## config.mk

```make
export PLATFORM = sky130hd
export DESIGN_NAME = psb_controller
export DESIGN_NICKNAME = d
export VERILOG_FILES = /design/src/design/psb_pkg.sv /design/src/design/psb_controller.sv
export SDC_FILE = /design/constraint.sdc
export NUM_CORES = 1
export LEC_CHECK = 0
export ABC_CLOCK_PERIOD_IN_PS = 5090
export BUFFER_PORTS_ARGS = -buffer_cell sky130_fd_sc_hd__buf_2
export CAP_MARGIN = 10
export CORE_MARGIN = 10
export CORE_UTILIZATION = 35
export CTS_CLUSTER_DIAMETER = 150
export DETAILED_ROUTE_END_ITERATION = 6
export PLACE_DENSITY_LB_ADDON = 0.08
export RECOVER_POWER = 50
export SLEW_MARGIN = 20
export SYNTH_ARGS = -nofsm -noshare
export SYNTH_HDL_FRONTEND = slang
export SYNTH_SLANG_ARGS = --single-unit
```

## constraint.sdc

```tcl
create_clock -name clk_i -period 5.09 [get_ports clk_i]
set_clock_uncertainty 0.05 [all_clocks]
set_input_delay 0.2545 -clock clk_i [delete_from_list [all_inputs] [get_ports clk_i]]
set_output_delay 0.2545 -clock clk_i [all_outputs]
set_load 0.03 [all_outputs]
```

## src/design/psb_pkg.sv

```systemverilog
// Shared types and constants of the phase-shift beamformer.
// Used by the controller, the datapath and the top level; no dependencies.
package psb_pkg;

  // Default array geometry.
  localparam int NumDirsDef = 64;
  localparam int NumMicsDef = 16;

  // Field widths of the item ports.
  localparam int DirFieldW = 6;
  localparam int MicFieldW = 4;
  localparam int SampleW   = 16;
  localparam int WeightW   = 16;
  localparam int ProdW     = SampleW + WeightW;
  localparam int SumW      = 36;

  // Configuration port.
  localparam int              ApbAddrW    = 3;
  localparam int              ApbDataW    = 32;
  localparam int              CfgW        = 7;
  localparam logic [CfgW-1:0] CfgDirsRst  = 7'd64;
  // Register index, taken from the word address bit of paddr.
  localparam logic            RegIdxDirs  = 1'b0;

  // Item kind carried on mode.
  localparam logic ModeWeight = 1'b0;
  localparam logic ModeSample = 1'b1;

  typedef enum logic [2:0] {
    StIdle,
    StSweep,
    StDrain,
    StEmitRd,
    StEmitLd
  } psb_state_e;

  // Commands from the controller to the datapath.
  typedef struct packed {
    logic wr_weight;
    logic latch_sample;
    logic sweep;
    logic acc_rd;
    logic out_load;
    logic out_last;
    logic clear_acc;
  } psb_cmd_t;

  // Status from the datapath back to the controller.
  typedef struct packed {
    logic pipe_busy;
    logic out_free;
  } psb_status_t;

endpackage

```

## src/design/psb_controller.sv

```systemverilog
// Controller state machine of the beamformer: input handshake, direction sweep,
// drain and emit sequencing. Drives psb_datapath through psb_pkg command types.
module psb_controller #(
  parameter int NUM_DIRS = psb_pkg::NumDirsDef,
  parameter int NUM_MICS = psb_pkg::NumMicsDef,
  localparam int DirW = (NUM_DIRS > 1) ? $clog2(NUM_DIRS) : 1
) (
  input  logic                          clk_i,
  input  logic                          rst_ni,
  input  logic                          in_valid_i,
  output logic                          in_ready_o,
  input  logic                          mode_i,
  input  logic [psb_pkg::DirFieldW-1:0] direction_index_i,
  input  logic [psb_pkg::MicFieldW-1:0] mic_index_i,
  input  logic                          last_mic_i,
  input  logic [psb_pkg::CfgW-1:0]      dirs_in_use_i,
  input  psb_pkg::psb_status_t          status_i,
  output psb_pkg::psb_cmd_t             cmd_o,
  output logic [DirW-1:0]               dir_o
);
  import psb_pkg::*;

  psb_state_e      state_q, state_d;
  logic [DirW-1:0] dir_q, dir_d;
  logic            last_q, last_d;
  logic [DirW-1:0] last_idx;
  logic            mic_ok;
  logic            dir_ok;
  logic            accept;

  assign mic_ok     = 32'(mic_index_i) < 32'(NUM_MICS);
  assign dir_ok     = 32'(direction_index_i) < 32'(NUM_DIRS);
  assign in_ready_o = (state_q == StIdle);
  assign accept     = in_valid_i & in_ready_o;

  // Index of the final emitted direction, with the register clamped to 1..NUM_DIRS.
  always_comb begin
    priority if (dirs_in_use_i == '0) begin
      last_idx = '0;
    end else if (dirs_in_use_i > CfgW'(NUM_DIRS)) begin
      last_idx = DirW'(NUM_DIRS - 1);
    end else begin
      last_idx = DirW'(dirs_in_use_i - 1'b1);
    end
  end

  always_ff @(posedge clk_i or negedge rst_ni) begin
    if (!rst_ni) begin
      state_q <= StIdle;
      dir_q   <= '0;
      last_q  <= 1'b0;
    end else begin
      state_q <= state_d;
      dir_q   <= dir_d;
      last_q  <= last_d;
    end
  end

  always_comb begin
    state_d    = state_q;
    dir_d      = dir_q;
    last_d     = last_q;
    cmd_o      = '0;
    unique case (state_q)
      StIdle: begin
        if (accept) begin
          if (mode_i == ModeWeight) begin
            cmd_o.wr_weight = dir_ok & mic_ok;
          end else begin
            cmd_o.latch_sample = 1'b1;
            dir_d  = '0;
            last_d = last_mic_i;
            if (mic_ok) begin
              state_d = StSweep;
            end else if (last_mic_i) begin
              state_d = StEmitRd;
            end
          end
        end
      end
      StSweep: begin
        cmd_o.sweep  = 1'b1;
        cmd_o.acc_rd = 1'b1;
        if (dir_q == DirW'(NUM_DIRS - 1)) begin
          state_d = StDrain;
        end else begin
          dir_d = dir_q + 1'b1;
        end
      end
      StDrain: begin
        if (!status_i.pipe_busy) begin
          dir_d   = '0;
          state_d = last_q ? StEmitRd : StIdle;
        end
      end
      StEmitRd: begin
        cmd_o.acc_rd = 1'b1;
        state_d      = StEmitLd;
      end
      StEmitLd: begin
        if (status_i.out_free) begin
          cmd_o.out_load = 1'b1;
          cmd_o.out_last = (dir_q == last_idx);
          if (dir_q == last_idx) begin
            cmd_o.clear_acc = 1'b1;
            state_d         = StIdle;
          end else begin
            dir_d   = dir_q + 1'b1;
            state_d = StEmitRd;
          end
        end
      end
      default: begin
        state_d = StIdle;
      end
    endcase
  end

  assign dir_o = dir_q;

`ifndef SYNTHESIS
  // The clear of the sums belongs to the final result of a snapshot.
  a_clear_with_last: assert property (@(posedge clk_i) disable iff (!rst_ni)
    cmd_o.clear_acc |-> cmd_o.out_load && cmd_o.out_last)
    else $error("accumulators cleared outside the final result");

  // A result is loaded only into a free output register.
  a_load_when_free: assert property (@(posedge clk_i) disable iff (!rst_ni)
    cmd_o.out_load |-> status_i.out_free && state_q == StEmitLd)
    else $error("result loaded over a pending one");

  // A sample that ends a snapshot always leads into emission.
  a_last_leads_emit: assert property (@(posedge clk_i) disable iff (!rst_ni)
    (state_q == StDrain && !status_i.pipe_busy && last_q) |=> state_q == StEmitRd)
    else $error("snapshot end did not start emission");
`endif

endmodule

```

-- Word-level counts from Yosys, hierarchy flattened
Cells that the tools add are included.
- register bits after elaboration: 10
- input port bits: 24
- word-level logic and storage cells: 53
- output and inout port bits: 14
- reductions and logical operators: 7
- bitwise gates (word level): 1
- muxes and demuxes: 26
- order comparisons: 1
- eq/ne operators: 13
- add/subtract/negate cells: 2
- operators by type and width (kind ; number):
    two-way mux 6 bit ; 8
    case mux 6 bit (4 select lines) ; 1
    two-way mux 3 bit ; 7
    case mux 3 bit (5 select lines) ; 1
    != test 2 bit, second input constant ; 5
    two-way mux 2 bit ; 4
    > comparator 7 bit, second input constant ; 1
    zero test 7 bit ; 1
    AND reduction 7 bit ; 1
    adder 6 x 1 -> 6 bit, second input constant ; 1
    equality test 3 x 2 -> 1 bit, second input constant ; 2
    equality test 6 bit ; 1
    equality test 6 bit, second input constant ; 1
    subtractor 6 x 1 -> 6 bit, second input constant ; 1
    two-way mux 1 bit ; 5
    AND reduction 5 bit ; 1
    != test 2 x 1 -> 1 bit, second input constant ; 2
    nonzero test 4 bit ; 1
    equality test 3 x 1 -> 1 bit, second input constant ; 1
    equality test 3 bit, second input constant ; 1
    zero test 3 bit ; 1
    AND reduction 3 bit ; 1
    OR reduction 2 bit ; 1
    AND 1 bit ; 1

-- Depth between registers and ports, before layout
Gate-level depths: netlist of the first run.
- depth after elaboration: 7
- gate-level depth with buffers: 10
- mapped depth without buffers: 9

-- Worst setup path before layout of the first run
Ideal clock, no wire load.
- path kind: input to output
- from: in dirs_in_use_i[0] (netlist bit)
- to: out cmd_o[1] (netlist bit)
- stages: 10
- arrival: 2.432 ns
- slack: 2.354 ns
- cell sequence: clkbuf_1 > inv_1 > ha_1 > nor2_1 > a211o_1 > o221ai_1 > nand4_1 > a211oi_1 > and2_1 > buf_4
- RTL lines (what ; line ; text):
    start: declaration ; psb_controller.sv:16 ; input logic [psb_pkg::CfgW-1:0] dirs_in_use_i,
    end: declaration ; psb_controller.sv:18 ; output psb_pkg::psb_cmd_t cmd_o,

==> metrics, run 1 <==
number of distinct library cells after synthesis 53; HPWL after DPL 2550 um; Synthesized Nets roughly 180; crit path capture type output port; WL per Instance between 10 and 15 um; root buf cell clkbuf_4; First-pass DRT Iterations 4; GP Congestion 0.828; port buffer count 27; worst stage delay on the critical path 0.42 ns; Crit path top cell by count buf_2; Resize count post-CTS 0; DR vias/cell 5.63; Seq/Total Area, Yosys 21.3%; non-filler cells in the finished layout 213; die height between 70 and 80 um; pin count of the biggest net entering global routing 14; Hold Worst Slack between 0.15 and 0.2 ns; die width 77.9 um; Slowest-stage cell, CP a211oi_1; met2 WL post-DR 1390 um; global-route wire length before repair around 5500 um; ant diodes 0; Cells after DPL 209; Congestion Overflow GR 0; core area around 3100 um^2; # nets final a little under 200; max layer used met4; Clock Tree Buf Depth 2; initial antenna violation count 0; yosys warns 0; Pwr per Cell Area between 300 and 400 nW/um^2; Slew @ Worst Pin 0.593 ns; Tcrit/Tclk final 54.6%; vias in the first global route roughly 1.2k; DRC violations left 0; die area 6070 um^2; Min-Delay Path Class in2reg; latest clock arrival within the worst-skew pair 0.27 ns; Clock Sinks 10; I/O pins 38; CTS tree yes; Worst EP required 4.79 ns; wl on met1 between 1500 and 2000 um; status finished clean; share of cells above drive strength 1 a little under a fifth; max-slew violation count 0; num rows 20; Fill cells about 340; Final ANT Viol Nets 0; min Tclk post-route 2.78 ns; ys flop type dfrtp_1; CP cell instances buf_2, inv_1, ha_1, nor3b_1, xnor2_1, mux2i_1, nand3_2, a211oi_1, and2_1, buf_2; CP Class in2out; max_cap viols 0; final hold viol count 0; VDD IR-drop max 0.259 mV; Async S/R FF share, synth 100%; total CTS buffers 3; accumulated negative setup slack 0 ns; GRT Total Usage 10.4%; initial core utilization 37.6%; final setup fails 0; final WL between 3000 and 4000 um; area of the mapped netlist 1170 um^2; wire length on met3 178 um; Crit path arrival time 2.48 ns; Clock Pin Slew Worst Setup and Hold Paths about 0.070 ns; Max FO, Critical Path 9; vias post-DR 1199; f_max 0.360 GHz; Syn Area/Cell 7.89 um^2; Worst slew margin 60.5%; Post-Syn Instances 149; Initial DRC Count 71; synthesis-to-layout area growth 13.4%; Static Leak approximately 0.58 nW; number of flops mapped to enable cells by yosys 0; RSZ-0062 raised after global routing false; CTS H-tree lvls 1; Critical Path Start Type input pin; synthesized flop and latch total 10
per-stage QoR:
stage | worst slack [ns] | utilization [%] | power, mW | cell area (um^2)
floorplan | 2.35 | - | 0.359 | 1170
global placement | 2.35 | 41.8 | 0.425 | 1310
detailed placement | 2.25 | 41.8 | 0.430 | 1310
CTS | 2.26 | 42.9 | 0.488 | 1340
global route | 2.03 | 42.6 | 0.522 | 1330
finish | 2.31 | 42.6 | 0.478 | 1330
flip-flops by register name, indices dropped and copies added (netlist names):
name     cells
last_q       1
dir_o        6
state_q      3
per-layer routing:
| layer | global-route usage [%] | vias up |
|---|---|---|
| met2 | 15.9 | 28 |
| met4 | 0.538 | 0 |
| met1 | 14.2 | 565 |
| li1 | - | 604 |
| met5 | 0 | - |
| met3 | 3.80 | 2 |
timing repair:
item | in CTS | in global routing
hold buffers | 1 | 0
hold endpoints to repair | 10 | 0
setup buffers | 0 | 0
cell families after synthesis:
kind of cell	count (synthesis)	share of synthesized area [%]
fa+ha+maj	3	3.20
compound gates	44	30.9
simple gates	60	27.8
xor+xnor	5	3.73
buf+inv	22	8.31
mux	5	4.79
flops	10	21.3
cells in the final DEF, fill, tap and decap left out, types with 5 or more instances in the layout:
cell       n
buf_2     20
a211oi_1   5
a21oi_1    6
nand2_1   13
dfrtp_1   10
clkbuf_1   7
inv_1     11
nand3_1    6
nor2_1    12
power by group:
group | leakage [nW] | switching (mW) | internal, mW
Clock | 0.0138 | 0.0273 | 0.0273
Combinational | 0.444 | 0.170 | 0.104
Sequential | 0.126 | 0.0455 | 0.104
critical path, delay by kind of cell:
kind                       cells  cell delay (ns)
and+or+nand+nor                3             0.61
buffers and inverters          3             0.44
AOI/OAI and AO/OA              1             0.42
adders and majority gates      1             0.32
muxes                          1             0.25
xor gates and xnor gates       1             0.17
path summary, 6_finish.rpt:
path | start | endpoint | slack, ns | depth (start not counted)
worst max-delay path | dirs_in_use_i[0] | cmd_o[0] | 2.31 | 10
worst min-delay path | status_i[0] | state_q[2]$_DFFE_PN0P_ | 0.15 | 2
worst max register to register | dir_o[3]$_DFFE_PN0P_ | dir_o[0]$_DFFE_PN0P_ | 2.79 | 7
worst min register to register | last_q$_DFFE_PN0P_ | last_q$_DFFE_PN0P_ | 0.49 | 1
max in group asynchronous | rst_ni | dir_o[1]$_DFFE_PN0P_ | 4.15 | 2
min in group asynchronous | rst_ni | state_q[2]$_DFFE_PN0P_ | 0.45 | 2
final cells by class:
cell class / instances / area [um^2] / area share [%]
Multi-Input combinational cell: 117 / 827 / 62.1
Timing Repair Buffer: 28 / 136 / 10.2
Clock buffer: 3 / 22.5 / 1.69
Tap cell: 44 / 55.1 / 4.13
Sequential cell: 10 / 250 / 18.8
Inverter: 11 / 41.3 / 3.10
cell usage after synthesis (2+ instances only):
cell,n,area share (%)
a211o_1,4,3.0
a211oi_1,5,3.2
a21oi_1,6,2.6
a311oi_1,3,2.2
a32o_1,2,1.7
a41o_1,2,1.7
and2_1,2,1.1
and3_1,4,2.1
buf_4,2,1.3
clkbuf_1,8,2.6
dfrtp_1,10,21
ha_1,3,3.2
inv_1,11,3.5
mux2i_1,3,2.6
nand2_1,13,4.2
nand2b_1,3,1.6
nand3_1,6,2.6
nand4_1,2,1.1
nor2_1,12,3.8
nor2b_1,4,2.1
nor3_1,4,1.7
o211ai_1,2,1.3
o21ai_0,4,1.7
o31ai_1,2,1.3
xnor2_1,3,2.2
xor2_1,2,1.5
Note: power is estimated with default switching activity, not from simulation.
==> run 2, diff against run 1 <==
--- a/config.mk
+++ b/config.mk
@@ -5,7 +5,8 @@
 export SDC_FILE = /design/constraint.sdc
 export NUM_CORES = 1
 export LEC_CHECK = 0
-export ABC_CLOCK_PERIOD_IN_PS = 5090
+export ABC_AREA = 1
+export ABC_CLOCK_PERIOD_IN_PS = 2800
 export BUFFER_PORTS_ARGS = -buffer_cell sky130_fd_sc_hd__buf_2
 export CAP_MARGIN = 10
 export CORE_MARGIN = 10
==> constraint.sdc (replaced) <==
create_clock -name clk_i -period 2.8 [get_ports clk_i]
set_clock_uncertainty 0.05 [all_clocks]
set_input_delay 0.14 -clock clk_i [delete_from_list [all_inputs] [get_ports clk_i]]
set_output_delay 0.14 -clock clk_i [all_outputs]
set_load 0.03 [all_outputs]
==> run 2 against run 1 <==
Effect of this change:
- cell area fell by 13%
- critical path depth is 4 higher
- setup slack got worse by 1.5 ns
- critical endpoint unchanged
- highest routed layer unchanged
- worst hold slack lost 0.091 ns
- largest cell class unchanged
- first-iteration DRC count down 45%
- total power rose by 75%
- combinational power rose by 92%
- clock-buffer cell count did not move
- register-to-register slack worse by 1.8 ns
- final cell count rose by 2.8%
==> metrics, run 2 <==
status finished clean; Post-CTS Setup Repair Bufs 0; crit path capture type output port; switch share between 50% and 60%; max_cap viols 0; initial antenna violation count 0; Combinational Power Share 62.7%; WL per Instance 10.4 um; f_max 0.499 GHz; Post-Syn Instances 159; CP Class in2out; Slew @ Worst Pin 0.553 ns; Crit path depth 14; CP cell instances buf_2, inv_1, ha_1, inv_1, nor2_1, nand3_1, nand2_4, nand2_1, nand3_1, nand3_1, nor2_2, nand3_2, nor2_1, buf_2; ys flop type dfrtp_1; First-pass DRT Iterations 4; worst stage delay on the critical path 0.21 ns; Tcrit/Tclk final 71.6%; CTS hold repair buffers 1; vias post-DR about 1.0k; Hold Worst Slack 0.0627 ns; Crit path arrival time 1.82 ns; area of the mapped netlist 987 um^2; Synthesized Nets roughly 190; Crit path top cell by count nand3_1; GRT Total Usage 8.75%; port buffer count 27; share of cells above drive strength 1 22.3%; Resize count post-CTS 0; crit path buf inv count 4; most common cell in the netlist nand2_1; Worst slew margin a little over three fifths; R2R Path Start dir_o[0]$_DFFE_PN0P_; final hold viol count 0; Clk pwr share 11.3%; area leader, netlist dfrtp_1; total CTS buffers 3; # nets final 217; Clock Tree Buf Depth 2; VDD IR-drop max 0.630 mV; Area contributors post-synth dfrtp_1 25%, nand2_1 21%, inv_1 9.5%; Sw Pwr 0.454 mW; Congestion Overflow GR 0; Syn Area/Cell slightly above 6 um^2; initial core utilization ~36%; Top delay family on crit path simple AND/OR/NAND/NOR gates; Int Power about 0.38 mW; number of distinct library cells after synthesis 23; final setup fails 0; most common cell after layout, fill and taps aside nand2_1; Seq/Total Area, Yosys 25.3%; min Tclk post-route 2.01 ns; HPWL after DPL 2000 um; Critical Path Start Type input pin; Critical Path Source dirs_in_use_i[0]; max reg flops 6; vias in the first global route 918; Worst EP required roughly 2.6 ns; yosys warns 0; r2r worst-path depth 11; num rows 19; DR vias/cell 4.71; CTS tree yes; CTS H-tree lvls 1; global-route wire length before repair 3930 um; number of flops mapped to enable cells by yosys 0; Clock Sinks 10; Slowest-stage cell, CP buf_2; commonest cells in the netlist 56 x nand2_1, 25 x inv_1, 17 x nor2_1; core area 2730 um^2; Clock Pin Slew Worst Setup and Hold Paths around 0.06 ns; end of the critical path cmd_o[0]; Final ANT Viol Nets 0; Max FO, Critical Path 9; Min-Delay Path Class in2reg; Pwr per Cell Area 719 nW/um^2; final WL 2290 um; pin count of the biggest net entering global routing 13; Static Leak roughly 0.65 nW; ant diodes 0; Async S/R FF share, synth 100%; I/O pins 38; die area 5350 um^2; sequential share of power 26.0%; synthesis-to-layout area growth 18.0%; Initial DRC Count 39; most frequent cells in the layout 56 x nand2_1, 25 x inv_1, 19 x buf_2, 17 x nor2_1, 14 x nand3_1; die width 73.1 um; root buf cell clkbuf_4; accumulated negative setup slack 0 ns; Yosys top cell area share 25.3%; max-slew violation count 0; overall power 0.837 mW; GP Congestion between 0.8 and 0.9; synthesized flop and latch total 10; RSZ-0062 raised after global routing false; reg2reg setup slack 1.04 ns; reg2reg end dir_o[0]$_DFFE_PN0P_; latest clock arrival within the worst-skew pair 0.26 ns; die height 73.1 um; DRC violations left 0
[run 2: cell types whose count changed after synthesis, moves of 5 or more]
cell | previous run | this run
nor2_1 | 12 | 17
nand3_1 | 6 | 14
inv_1 | 11 | 25
nand2_1 | 13 | 56
clkbuf_1 | 8 | 0
a211oi_1 | 5 | 0
a21oi_1 | 6 | 0
[run 2: routing by layer]
layer	track usage, %	wire length [um]	share of wire, %
met5	0	0	0
met1	10.5	1040	45
met3	3.95	162	7.1
met4	1.05	12	0.52
met2	14.3	1080	47
[run 2: layout make-up]
type	count	area [um^2]
Multi-Input combinational cell	121	621
Clock buffer	3	22.5
Fill cell	294	1570
Sequential cell	10	250
Inverter	26	97.6
Tap cell	31	38.8
Timing Repair Buffer	28	135
[run 2: cells by family after synthesis]
group / count (synthesis) / synth area share [%]
adder cells (fa/ha/maj): 3 / 3.80
flip-flops: 10 / 25.3
buffers and inverters: 28 / 11.8
AND/OR/NAND/NOR: 107 / 49.6
XOR/XNOR: 2 / 1.77
multiplexers: 1 / 1.14
AO/OA/AOI/OAI: 8 / 6.59
[run 2: power by group through the flow]
stage / clock network [mW] / registers, mW / logic (mW)
floorplan: 0 / 0.235 / 0.419
global placement: 0 / 0.221 / 0.531
detailed placement: 0 / 0.222 / 0.539
CTS: 0.0983 / 0.219 / 0.542
global route: 0.110 / 0.226 / 0.609
finish: 0.0944 / 0.218 / 0.525
[run 2: worst reg2reg max path: stages, from the launching register on]
cell	delay, ns
dfrtp_1	0.43
ha_1	0.23
nand2_1	0.09
nor2_1	0.05
inv_1	0.06
nor2_1	0.05
nand2_1	0.05
inv_1	0.06
a211oi_2	0.19
nand2_2	0.21
nand2_1	0.13
o21ai_2	0.06
[run 2: metrics by stage]
stage / setup slack (ns) / std cells / utilization, % / cell area (um^2)
after global placement: 0.816 / 215 / 41.8 / 1140
after global routing: 0.634 / 219 / 42.6 / 1160
after CTS: 0.786 / 219 / 43.0 / 1170
after floorplan: 0.579 / 159 / - / 987
after detailed placement: 0.773 / 215 / 41.8 / 1140
final: 0.795 / 219 / 42.6 / 1160
[run 2: how the worst min path moves through the flow]
stage	start	to	cells past startpoint
global placement	rst_ni	state_q[2]$_DFFE_PN0P_	1
global route	last_mic_i	last_q$_DFFE_PN0P_	2
finish	status_i[1]	state_q[1]$_DFFE_PN0P_	3
CTS	last_mic_i	last_q$_DFFE_PN0P_	2
detailed placement	rst_ni	state_q[0]$_DFFE_PN0P_	1
floorplan	rst_ni	dir_o[0]$_DFFE_PN0P_	0
==> run 3, diff against run 2 <==
--- a/config.mk
+++ b/config.mk
@@ -6,7 +6,7 @@
 export NUM_CORES = 1
 export LEC_CHECK = 0
 export ABC_AREA = 1
-export ABC_CLOCK_PERIOD_IN_PS = 2800
+export ABC_CLOCK_PERIOD_IN_PS = 1670
 export BUFFER_PORTS_ARGS = -buffer_cell sky130_fd_sc_hd__buf_2
 export CAP_MARGIN = 10
 export CORE_MARGIN = 10
==> constraint.sdc (replaced) <==
create_clock -name clk_i -period 1.67 [get_ports clk_i]
set_clock_uncertainty 0.05 [all_clocks]
set_input_delay 0.0835 -clock clk_i [delete_from_list [all_inputs] [get_ports clk_i]]
set_output_delay 0.0835 -clock clk_i [all_outputs]
set_load 0.03 [all_outputs]
==> run 3 against run 2 <==
Effect of this change:
- the run now ends with setup timing left
- critical path depth is 6 lower
- final cell count up 11%
- setup slack worse by 0.84 ns
==> metrics, run 3 (synthesis results as in run 2) <==
DRC violations left 0; Hold Path Stages 4; max reg flops 6; CP cell instances buf_6, nand3b_1, nand2_1, nand2_2, nor2_4, nand3_2, nor2_4, buf_6; most frequent cells in the layout 50 x nand2_1, 21 x buf_2, 20 x inv_1, 18 x buf_4, 10 x nand3_1; crit path capture type output port; global-route wire length before repair approximately 5000 um; placed cell area 1280 um^2; Min-Delay Path Class in2reg; CTS tree yes; Worst Slack Setup Final -0.0441 ns; Clock Tree Buf Depth 2; initial antenna violation count 0; root buf cell clkbuf_4; Hold Worst Slack 0.126 ns; Worst EP required 1.54 ns; Slew @ Worst Pin ~0.66 ns; R2R Path Start dir_o[0]$_DFFE_PN0P_; DR vias/cell 4.67; synthesis-to-layout area growth 53.5%; Max FO, Critical Path 2; status finished, violations left; die height between 70 and 80 um; WL per Instance 11.5 um; Slowest-stage cell, CP dfrtp_2; max-slew violation count 0; GP Congestion approximately 0.83; Tcrit/Tclk final 103%; Clock Pin Slew Worst Setup and Hold Paths 0.08 ns; max_cap viols 0; Clock Sinks 10; GRT Total Usage 10.9%; final WL ~2800 um; Worst slew margin 56.3%; hold_sp status_i[0]; reg2reg end dir_o[0]$_DFFE_PN0P_; CP Class reg2out; Initial DRC Count 26; VDD IR-drop max 1.47 mV; f_max 0.583 GHz; ant diodes 0; port buffer count 27; CTS H-tree lvls 1; Congestion Overflow GR 0; num rows 19; Pwr per Cell Area between 1000 and 1500 nW/um^2; final hold viol count 0; min Tclk post-route approximately 1.7 ns; pin count of the biggest net entering global routing 13; vias in the first global route 1146; reg2reg setup slack roughly 0.020 ns; Hold Crit Endpoint state_q[2]$_DFFE_PN0P_; initial core utilization 36.1%; latest clock arrival within the worst-skew pair 0.27 ns; worst stage delay on the critical path 0.41 ns; failing checks setup timing; die area 5350 um^2; HPWL after DPL 2220 um; cell area after layout 1520 um^2; most common cell after layout, fill and taps aside nand2_1; # nets final 240; Static Leak 0.792 nW; vias post-DR 1135; RSZ-0062 raised after global routing true; I/O pins 38; Crit path arrival time around 1.6 ns; die width 73.1 um; final setup fails 2; core area 2730 um^2; share of cells above drive strength 1 a little under half; Final ANT Viol Nets 0; r2r worst-path depth 11; First-pass DRT Iterations 4; total CTS buffers 3; Critical Path Start Type register
run 3: what timing repair did:
item                                   CTS  global route
hold buffers                             3             0
endpoints found under the hold margin   12             0
gates resized for setup                 13            16
setup endpoints to repair                8            11
gates cloned                             0             1
setup buffers                            7             1
pin swaps                                7            12
run 3: per-layer routing:
layer | up-vias | wire length (um) | GRT usage, %
met1 | 511 | 1210 | 12.9
met3 | 2 | 160 | 3.40
met2 | 20 | 1410 | 18.2
met5 | - | 0 | 0
li1 | 602 | - | -
met4 | 0 | 20 | 3.16
run 3: layout make-up:
class / instances / area, um^2
clock buffer: 4 / 36.3
inverter: 26 / 109
tap: 31 / 38.8
sequential: 10 / 254
timing repair buffer: 50 / 338
fill: 292 / 1220
multi-input combinational: 122 / 739
run 3: metrics by stage:
stage / TNS [ns] / setup WS, ns / utilization (%) / std cells / power (mW)
floorplan: -0.0895 / -0.0284 / - / 159 / 1.17
global placement: -1.10 / -0.171 / 46.9 / 227 / 1.43
detailed placement: -1.44 / -0.207 / 46.9 / 227 / 1.44
CTS: -0.142 / -0.0717 / 52.7 / 241 / 1.79
global route: -1.04 / -0.197 / 55.4 / 243 / 1.99
finish: -0.0874 / -0.0441 / 55.4 / 243 / 1.81
run 3: where the power goes:
| part | switching (mW) | internal, mW |
|---|---|---|
| clock network | 0.0961 | 0.132 |
| registers | 0.0609 | 0.311 |
| logic | 0.753 | 0.455 |
| total | 0.910 | 0.898 |
run 3: worst max path at each step:
stage | endpoint | slack, ns | cells past startpoint | startpoint
floorplan | dir_o[5]$_DFFE_PN0P_ | -0.03 | 12 | dir_o[1]$_DFFE_PN0P_
global placement | dir_o[0]$_DFFE_PN0P_ | -0.17 | 15 | dirs_in_use_i[0]
detailed placement | dir_o[1]$_DFFE_PN0P_ | -0.21 | 15 | dirs_in_use_i[0]
CTS | cmd_o[0] | -0.07 | 8 | dir_o[1]$_DFFE_PN0P_
global route | cmd_o[0] | -0.20 | 14 | dirs_in_use_i[0]
finish | cmd_o[0] | -0.04 | 8 | dir_o[1]$_DFFE_PN0P_
run 3: critical path: cells and delay by family (launching register included):
kind | cells | cell delay [ns]
AND/OR/NAND/NOR | 6 | 0.63
flip-flops | 1 | 0.41
buffers and inverters | 2 | 0.26
